File: src/stable_sorted_ready_queue_top_assert.svh
// assertion macros for the stable sorted ready queue
// used by stable_sorted_ready_queue_top, no other dependencies
`ifndef STABLE_SORTED_READY_QUEUE_TOP_ASSERT_SVH
`define STABLE_SORTED_READY_QUEUE_TOP_ASSERT_SVH

// property checked on every rising clock edge outside reset
`define SSRQ_ASSERT(label, prop, msg) \
  label: assert property (@(posedge clk_i) disable iff (!rst_ni) (prop)) else $error(msg);

`endif

File: src/ssrq_pkg.sv
// shared types and constants of the stable sorted ready queue
// no dependencies
package ssrq_pkg;

  localparam int QueueDepth = 16;
  localparam int FillW      = $clog2(QueueDepth + 1);
  localparam int IdW        = 8;
  localparam int KeyW       = 16;

  typedef enum logic {
    ActInsert = 1'b0,
    ActRemove = 1'b1
  } action_e;

  typedef enum logic [1:0] {
    StatusOk    = 2'd0,
    StatusFull  = 2'd1,
    StatusEmpty = 2'd2
  } status_e;

  typedef struct packed {
    logic [IdW-1:0]  id;
    logic [KeyW-1:0] key;
  } slot_t;

  typedef struct packed {
    logic  insert;
    logic  remove;
    logic  mode;
    slot_t ent;
  } cell_ctrl_t;

endpackage

File: src/stable_sorted_ready_queue_top.sv
// stable sorted ready queue, top level: fill count, cell row and result register
// depends on ssrq_pkg, ssrq_cell and stable_sorted_ready_queue_top_assert.svh
// result: the result strobe is registered from start_i and rises in the cycle after the start transaction
// throughput: one transaction per cycle, busy_o stays low
// reset: fill count cleared to empty and order mode to append, slot contents not cleared
// results cannot be held off by the receiver
`include "stable_sorted_ready_queue_top_assert.svh"

module stable_sorted_ready_queue_top import ssrq_pkg::*; (
  input  logic            clk_i,
  input  logic            rst_ni,
  input  logic            order_mode_we_i,
  input  logic            order_mode_i,
  input  logic            start_i,
  output logic            busy_o,
  input  logic            action_i,
  input  logic [IdW-1:0]  entry_id_i,
  input  logic [KeyW-1:0] sort_key_i,
  output logic            done_o,
  output logic [IdW-1:0]  head_id_o,
  output logic [KeyW-1:0] head_key_o,
  output logic [FillW-1:0] occupancy_o,
  output logic [1:0]      status_o
);

  logic             mode_q;
  logic [FillW-1:0] fill_q, fill_d;
  logic             done_q;
  slot_t            res_slot_q, res_slot_d;
  logic [FillW-1:0] res_occ_q;
  status_e          res_status_q, res_status_d;

  cell_ctrl_t       ctrl;
  slot_t            new_ent;
  slot_t            slots  [QueueDepth];
  slot_t            lefts  [QueueDepth];
  slot_t            rights [QueueDepth];
  logic [QueueDepth:0] take;
  logic             is_insert, full, empty, new_first;

  assign busy_o    = 1'b0;
  assign is_insert = (action_e'(action_i) == ActInsert);
  assign full      = (fill_q == FillW'(QueueDepth));
  assign empty     = (fill_q == '0);
  assign new_ent   = '{id: entry_id_i, key: sort_key_i};

  assign ctrl.insert = start_i & is_insert & ~full;
  assign ctrl.remove = start_i & ~is_insert & ~empty;
  assign ctrl.mode   = mode_q;
  assign ctrl.ent    = new_ent;

  assign take[0] = 1'b0;

  for (genvar i = 0; i < QueueDepth; i++) begin : g_cell
    if (i == 0) begin : g_first
      assign lefts[i] = new_ent;
    end else begin : g_mid_l
      assign lefts[i] = slots[i-1];
    end
    if (i == QueueDepth - 1) begin : g_last
      assign rights[i] = slots[i];
    end else begin : g_mid_r
      assign rights[i] = slots[i+1];
    end

    ssrq_cell u_cell (
      .clk_i   (clk_i),
      .ctrl_i  (ctrl),
      .valid_i (fill_q > FillW'(i)),
      .tail_i  (fill_q == FillW'(i)),
      .take_i  (take[i]),
      .take_o  (take[i+1]),
      .left_i  (lefts[i]),
      .right_i (rights[i]),
      .slot_o  (slots[i])
    );
  end

  assign new_first = empty | (mode_q & (slots[0].key > sort_key_i));

  always_comb begin
    fill_d       = fill_q;
    res_slot_d   = slots[0];
    res_status_d = StatusOk;
    if (is_insert) begin
      if (full) begin
        res_status_d = StatusFull;
      end else begin
        fill_d = fill_q + FillW'(1);
        if (new_first) begin
          res_slot_d = new_ent;
        end
      end
    end else begin
      if (empty) begin
        res_status_d = StatusEmpty;
        res_slot_d   = '0;
      end else begin
        fill_d = fill_q - FillW'(1);
        if (fill_q == FillW'(1)) begin
          res_slot_d = slots[0];
        end
      end
    end
  end

  always_ff @(posedge clk_i or negedge rst_ni) begin
    if (!rst_ni) begin
      mode_q <= 1'b0;
      fill_q <= '0;
      done_q <= 1'b0;
    end else begin
      if (order_mode_we_i) begin
        mode_q <= order_mode_i;
      end
      done_q <= start_i;
      if (start_i) begin
        fill_q <= fill_d;
      end
    end
  end

  always_ff @(posedge clk_i) begin
    if (start_i) begin
      res_slot_q   <= res_slot_d;
      res_occ_q    <= fill_d;
      res_status_q <= res_status_d;
    end
  end

  assign done_o      = done_q;
  assign head_id_o   = res_slot_q.id;
  assign head_key_o  = res_slot_q.key;
  assign occupancy_o = res_occ_q;
  assign status_o    = res_status_q;

  `SSRQ_ASSERT(a_done_follows_start, start_i |=> done_o, "result strobe missing after start")
  `SSRQ_ASSERT(a_fill_bound, fill_q <= FillW'(QueueDepth), "fill count above depth")
  `SSRQ_ASSERT(a_full_occ, (done_o && status_o == StatusFull) |-> (occupancy_o == FillW'(QueueDepth)), "full status with queue not full")
  `SSRQ_ASSERT(a_insert_grows, (start_i && is_insert && !full) |=> (fill_q == $past(fill_q) + FillW'(1)), "insert did not grow fill count")

endmodule

File: src/ssrq_cell.sv
// one queue slot: holds an entry, compares its key and shifts with its neighbors
// depends on ssrq_pkg
module ssrq_cell import ssrq_pkg::*; (
  input  logic       clk_i,
  input  cell_ctrl_t ctrl_i,
  input  logic       valid_i,
  input  logic       tail_i,
  input  logic       take_i,
  output logic       take_o,
  input  slot_t      left_i,
  input  slot_t      right_i,
  output slot_t      slot_o
);

  slot_t slot_q, slot_d;
  logic  here;

  assign here   = valid_i & ctrl_i.mode & (slot_q.key > ctrl_i.ent.key);
  assign take_o = take_i | here;

  always_comb begin
    slot_d = slot_q;
    if (ctrl_i.insert) begin
      if (take_i) begin
        slot_d = left_i;
      end else if (here || tail_i) begin
        slot_d = ctrl_i.ent;
      end
    end else if (ctrl_i.remove) begin
      slot_d = right_i;
    end
  end

  always_ff @(posedge clk_i) begin
    slot_q <= slot_d;
  end

  assign slot_o = slot_q;

endmodule
File: config.mk
export PLATFORM = sky130hd
export DESIGN_NAME = stable_sorted_ready_queue_top
export DESIGN_NICKNAME = d
export VERILOG_FILES = /design/src/ssrq_pkg.sv /design/src/stable_sorted_ready_queue_top.sv /design/src/ssrq_cell.sv
export VERILOG_INCLUDE_DIRS = /design/src /design/src/src
export SDC_FILE = /design/constraint.sdc
export NUM_CORES = 1
export LEC_CHECK = 0
export BUFFER_PORTS_ARGS = -buffer_cell sky130_fd_sc_hd__buf_2
export CORE_ASPECT_RATIO = 0.5
export CORE_MARGIN = 5
export CORE_UTILIZATION = 33
export CTS_BUF_LIST = sky130_fd_sc_hd__clkbuf_8
export DETAILED_ROUTE_END_ITERATION = 6
export PLACE_DENSITY_LB_ADDON = 0.3
export SETUP_SLACK_MARGIN = 0.05
export SLEW_MARGIN = 20
export SYNTH_ARGS = -nofsm -noshare
export SYNTH_HDL_FRONTEND = slang
export SYNTH_SLANG_ARGS = --single-unit
export TNS_END_PERCENT = 100
File: constraint.sdc
create_clock -name clk_i -period 13.7 [get_ports clk_i]
set_input_delay 2.74 -clock clk_i [delete_from_list [all_inputs] [get_ports clk_i]]
set_output_delay 2.74 -clock clk_i [all_outputs]
set_load 0.02 [all_outputs]
; ---- Yosys cells after proc, flatten, opt, wreduce, memory -nomap -nowiden
; Cells that the tools add are included.
[classes]
n_addsub = 2
magnitude_cmp = 32
n_eq_ne = 31
muxes = 71
bitwise = 55
n_reduce_logical = 35
[ops]
columns = operator, n
row1 = 2-to-1 mux 24 bit, 65
row2 = greater-than comparator 16 bit, 16
row3 = inequality test 3 x 1 -> 1 bit (second input constant), 14
row4 = == test 5 x 4 -> 1 bit (second input constant), 8
row5 = greater-than comparator 5 x 4 -> 1 bit (second input constant), 8
row6 = bitwise AND 1 bit, 37
row7 = AND reduction 2 bit, 16
row8 = == test 5 x 3 -> 1 bit (second input constant), 4
row9 = greater-than comparator 5 x 3 -> 1 bit (second input constant), 4
row10 = logical OR 1 bit, 16
row11 = 2-to-1 mux 5 bit, 3
row12 = bitwise OR 1 bit, 15
row13 = == test 5 x 2 -> 1 bit (second input constant), 2
row14 = greater-than comparator 5 x 1 -> 1 bit (second input constant), 2
row15 = greater-than comparator 5 x 2 -> 1 bit (second input constant), 2
row16 = adder 5 x 1 -> 5 bit (second input constant), 1
row17 = == test 5 x 1 -> 1 bit (second input constant), 1
row18 = == test 5 bit (second input constant), 1
row19 = zero test 5 bit, 1
row20 = subtractor 5 x 1 -> 5 bit (second input constant), 1
row21 = 2-to-1 mux 2 bit, 2
row22 = nonzero test 2 bit, 2
row23 = inverter 1 bit, 3
row24 = inequality test 2 x 1 -> 1 bit (second input constant), 1
row25 = 2-to-1 mux 1 bit, 1
[totals]
reg_bits = 422
in_bits = 30
out_inout_bits = 33
wordCells = 265

; ---- Depth between registers and ports, before layout
[depth]
ltp_word = 19
mapped_depth = 13
depth_no_buf = 10

; ---- By module
; Synthesis repeated with hierarchy kept, for this count alone.
[unflattened]
hier_cells = 2887
hier_area_um2 = 28949.0
[modules_own_cells]
columns = mod, n_inst, cells_each, area_each_um2, seq_area_each_um2
row1 = ssrq_cell, 16, 166, 1657.8, 720.7
row2 = stable_sorted_ready_queue_top, 1, 231, 2423.6, 1106.1

; ---- Least setup slack after synthesis
; OpenSTA, ideal clock, no wires.
[synth_timing]
path_kind = input-to-reg
start = input port sort_key_i[10]
end = register g_cell[11].u_cell.slot_q (netlist bit g_cell[11].u_cell.slot_o[0]), enable pin
setup_ps = 420
t_arrival_ps = 6599
required_ps = 13280
path_slack_ps = 6682
cell_stages = 11
path_buffers = 2
path_cell_list = inv_1 > ha_1 > and4_1 > or4b_1 > o221a_2 > o22a_1 > nand4_2 > clkbuf_1 > clkbuf_1 > nor3_1 > a31oi_1
[synth_between]
elab_chain_len = 14
word_cells_on_any_way = 37
cone_classes = order compare (12) / eq/ne (1) / bitwise (22) / reduce/logical (2)
[synth_lines]
columns = element, line
row1 = from (decl), stable_sorted_ready_queue_top.sv:18  ; input logic [KeyW-1:0] sort_key_i,
row2 = greater-than comparator 16 bit, ssrq_cell.sv:18  ; assign here = valid_i & ctrl_i.mode & (slot_q.key > ctrl_i.ent.key);
row3 = bitwise AND 1 bit, ssrq_cell.sv:18
row4 = bitwise OR 1 bit (10 in series), ssrq_cell.sv:19  ; assign take_o = take_i | here;
row5 = inequality test 3 x 1 -> 1 bit (no source line) (*), --
row6 = AND reduction 2 bit (no source line) (*), --
row7 = to (signal assigned), ssrq_cell.sv:35  ; slot_q <= slot_d;
row8 = to (decl), ssrq_cell.sv:15  ; slot_t slot_q, slot_d;
; Every way passes the cells marked *; elsewhere a longest branch is shown, timed or not.
; A chain may end at the register's enable or synchronous reset.

; ---- Worst setup path in the final report
[layout_timing]
start = input port sort_key_i[11]
end = register g_cell[13].u_cell.slot_q (netlist bit g_cell[13].u_cell.slot_o[4]), enable pin
[layout_between]
elab_chain_len = 16
word_cells_on_any_way = 43
cone_classes = order compare (14) / eq/ne (1) / bitwise (26) / reduce/logical (2)
[layout_lines]
columns = element, line
row1 = greater-than comparator 16 bit, ssrq_cell.sv:18
row2 = bitwise AND 1 bit, ssrq_cell.sv:18
row3 = bitwise OR 1 bit (12 in series), ssrq_cell.sv:19
row4 = inequality test 3 x 1 -> 1 bit (no source line) (*), --
row5 = AND reduction 2 bit (no source line) (*), --
row6 = to (signal assigned), ssrq_cell.sv:35
row7 = to (decl), ssrq_cell.sv:15
; Marked as above.

==> run summary <==
The synthesized netlist net count came out at 2,992. The clock tree synthesis step divided the H-tree into 3 levels. The critical path is of the input pin to register type. The synthesis-to-layout area growth is 10.3%. In this run the critical register-to-register path is launched from g_cell[0].u_cell.slot_o[9]. The proportion of synthesized area in mux cells is 0.0712. The proportion of power drawn by the clock network came out at 0.175. For this block, the initial DRC count from the detailed router was 2,908. The internal power came out at 3.44 mW. The fraction of the mapped netlist area in adder cells is 0.118.

After floorplanning, the core was divided into 75 placement rows. The worst setup slack for register-to-register paths is 8190 ps. The number of placed I/O pins came out at 63. The global-route total usage across every layer came out at 0.229. Setup repair after global routing left no endpoint under its margin. The portion of total power attributed to combinational logic is 0.444. The end of the worst hold path is g_cell[0].u_cell.slot_o[22].

After detailed routing, the total wire length is between 100,000 and 150,000 um. The wire-length estimate of the detail-placed layout is about 73,000 um. Entering global routing, the biggest net connects 100 pins. The mean instance size in the synthesized netlist is 10.2 um^2.

The routability congestion estimate from global placement came out at 0.983. The via count of the routed design is 23.5k. Counting distinct cell types in the post-synthesis netlist gives 66. The number of iterations in the first detailed-routing pass is 6.

The area of the mapped netlist came out at 0.0276 mm^2. For this run, the post-layout net count is approximately 3k. The highest-delay cell along the critical path is sky130_fd_sc_hd__nand4_4. Dividing the detail-routed wire length by the instance count gives approximately 28 um.

Counting flops with an async set or reset pin after synthesis yields a share of 0.0166. The number of pins with negative max-slew slack in the final report was 0. The fraction of the mapped netlist area in simple logic gates came out at 0.133. The clock tree buffer depth is 3.

The number of buffers inserted during clock tree synthesis is 74. The number of vias per cell is approximately 6. The highest clock rate came out at roughly 130 MHz.

The cell area after placement came out at slightly below 0.03 mm^2. The via count of the first global-routing pass came out at 22.5k. STA classifies the critical path endpoint as a register. By instance count, the cell type seen most on the critical path is sky130_fd_sc_hd__buf_4.

The cell count after synthesis came out at 2,701. The die outline height came out at between 200 and 250 um. The total of hold buffers inserted after clock tree synthesis is 0. The final-report hold violation count came out at 0.

The placed instance count came out at 3,726. The clock net in this run drives a total of 422 sinks. In this run the worst hold path is classified as register to register.

The timing startpoint of the critical path is sort_key_i[11]. The worst hold path passes through 2 cells. The maximum fanout along the worst path is 60. The proportion of layout cells with a drive suffix above 1 came out at 0.0946.

In this run the most critical hold path is launched from g_cell[1].u_cell.slot_o[22]. The critical path buffer and inverter count came out at 5. The post-route setup TNS is 0 ps. The peak supply drop is 129 uV. The floorplan step defined a die boundary enclosing 0.0899 mm^2. The finished layout holds 3,857 standard cells, fillers aside. At the later pin of the worst-skew pair, clock insertion delay measures 730 ps. Broken down by cell family, the worst path's largest delay share belongs to buffers and inverters. In the synthesized netlist the dominant register cell turns out to be sky130_fd_sc_hd__edfxtp_1.

Counting flops with a built-in enable in the synthesized netlist gives 415. The post-route cell area came out at 0.0304 mm^2. TritonCTS built the clock tree. Counting the fill cells in the layout gives 8,365. Walking the worst path, the cells encountered are buf_2, inv_1, ha_1, nand4_1, nor4_1, a21boi_0, o31ai_1, o22a_1, nand4_4, buf_4, nor3_2, buf_4, a21oi_2, buf_4.

The switching part of the total power came out at 0.449. The data required time at the worst endpoint came out at 14,110 ps. During placement, the flow inserted port buffers numbering between 60 and 70. The longest individual stage delay on the worst path came out at slightly above 800 ps.

The antenna violation net count after detailed routing came out at 0. The setup skew after layout is between 30 and 40 ps. The endpoint identified for the worst register-to-register timing path is g_cell[13].u_cell.slot_o[4]. The number of max-capacitance violations reported is 0. The flow ran to the end, and the final reports show no timing, DRC or antenna violations.

The compound-gate portion of the synthesized area is 0.182. By area, the combinational part of the netlist is dominated by compound AO/OA/AOI/OAI gates. The floorplan core area came out at 0.0833 mm^2.

The switching power of the nets came out at 2.81 mW. For this run, design rule violations remaining after detail routing come to 0. The master cell of the clock root buffer is sky130_fd_sc_hd__clkbuf_8. The arrival time of the worst setup path is 8250 ps. The post-cts resize count came out at 0.

The setup violation total in the final timing report is 0. The worst-case headroom to the max-slew limit is 0.223. The power density of the placed cells is roughly 210 mW/mm^2. The power share of the sequential group came out at 0.380. During synthesis, Yosys emitted a total of 0 warnings. For the pin with the worst max-slew slack, the measured transition is 1170 ps.

In this run the static leakage power is 12.3 nW. The final cycle utilization of the critical path came out at 0.573. The buffer count from post-CTS setup fixing came out at 0. The starting density of the core came out at 0.331.

The first-pass GRT wire length came out at 154,000 um. The clock period minus final worst setup slack is 7850 ps. The die boundary width came out at between 400 and 500 um. Of the synthesized area, sequential elements account for 0.458. The worst setup path is launched from an input pin.

The synthesized flop and latch total came out at 422. The total overflow reported by the global router came out at 0. The xor and xnor fraction of the mapped netlist area is 0.000952.

After clock tree synthesis, the clock-pin slew on the worst setup and hold paths is 60 ps. The number of cells on the worst reg-to-reg path is 12. The number of antenna violations at the first check in global routing came out at 4.
==> state kept, by name, indices dropped and copies added (netlist names) <==
name and count:
occupancy_o 5, status_o 2, head_id_o 8, done_o 1, g_cell.u_cell.slot_o 384, fill_q 5
head_key_o 16, mode_q 1
==> synthesized netlist by cell type, types with 55 or more instances <==
cell type	count	area share
sky130_fd_sc_hd__nand3_1	55	0.010
sky130_fd_sc_hd__ha_1	261	0.12
sky130_fd_sc_hd__and3_1	59	0.013
sky130_fd_sc_hd__nand2_1	374	0.051
sky130_fd_sc_hd__o21ai_0	250	0.045
sky130_fd_sc_hd__a221o_1	136	0.049
sky130_fd_sc_hd__nor2_1	159	0.022
sky130_fd_sc_hd__a31oi_1	106	0.024
sky130_fd_sc_hd__clkbuf_1	171	0.023
sky130_fd_sc_hd__a21oi_1	128	0.023
sky130_fd_sc_hd__mux2i_1	167	0.061
sky130_fd_sc_hd__edfxtp_1	415	0.45
==> metal layers <==
| layer | wire, um | GRT usage | share of wire |
|---|---|---|---|
| met5 | 12 | 0 | 0.00011 |
| met4 | 3910 | 0.0802 | 0.037 |
| met3 | 9420 | 0.0481 | 0.089 |
| met2 | 44800 | 0.336 | 0.42 |
| met1 | 48200 | 0.331 | 0.45 |
==> kinds of logic after synthesis <==
logic type,after synthesis
mux,193
fa+ha+maj,261
buf+inv,261
compound gates,760
simple gates,800
other cells,1
xor+xnor,3
flops,422
==> power groups by stage <==
stage,clock network [mW],logic [mW],registers [mW]
global placement,0,2.67,2.39
finish,1.09,2.78,2.38
floorplan,0,1.82,2.22
global route,1.17,2.98,2.40
CTS,1.11,2.72,2.37
detailed placement,0,2.71,2.39
==> per-stage QoR <==
| stage | setup WS (ps) | hold WS (ps) | utilization | total power, mW |
|---|---|---|---|---|
| detailed placement | 5220 | 533 | 0.350 | 5.10 |
| global placement | 5350 | 530 | 0.350 | 5.06 |
| finish | 5850 | 542 | 0.365 | 6.25 |
| floorplan | 6680 | 516 | - | 4.04 |
| global route | 5680 | 571 | 0.365 | 6.56 |
| CTS | 5950 | 548 | 0.365 | 6.20 |
==> worst max path at each step <==
stage	endpoint	slack, ps	depth (start not counted)
after floorplan	g_cell[11].u_cell.slot_o[0]	6680	11
after global placement	g_cell[13].u_cell.slot_o[23]	5350	13
after detailed placement	g_cell[15].u_cell.slot_o[23]	5220	12
after CTS	g_cell[15].u_cell.slot_o[21]	5950	12
after global routing	g_cell[13].u_cell.slot_o[4]	5680	14
final	g_cell[13].u_cell.slot_o[4]	5850	14
==> tightest hold or removal path, stage by stage (launching register included) <==
cell and delay [ps]:
sky130_fd_sc_hd__edfxtp_1 340, sky130_fd_sc_hd__nand2_1 50, sky130_fd_sc_hd__nand2_1 50
==> cells in the final DEF, fill, tap and decap left out, types with 63 or more instances in the layout <==
cell and count:
sky130_fd_sc_hd__inv_1 70, sky130_fd_sc_hd__a21oi_1 116, sky130_fd_sc_hd__nand2_1 373, sky130_fd_sc_hd__mux2i_1 167, sky130_fd_sc_hd__o21ai_0 250, sky130_fd_sc_hd__ha_1 261
sky130_fd_sc_hd__clkbuf_8 75, sky130_fd_sc_hd__nor2_1 155, sky130_fd_sc_hd__buf_4 63, sky130_fd_sc_hd__edfxtp_1 415, sky130_fd_sc_hd__a31oi_1 103, sky130_fd_sc_hd__a221o_1 136
==> cell type report <==
type                            instances  area (um^2)  share of cell area
Timing Repair Buffer                  124          778              0.0256
Inverter                               46          173             0.00567
Clock buffer                           75         1030              0.0339
Tap cell                             1116         1400              0.0459
Clock inverter                         54          230             0.00756
Sequential cell                       422        12600               0.415
Multi-Input combinational cell       2018        14200               0.466
Antenna cell                            2         5.00            0.000164
Note: power is estimated with default switching activity, not from simulation.
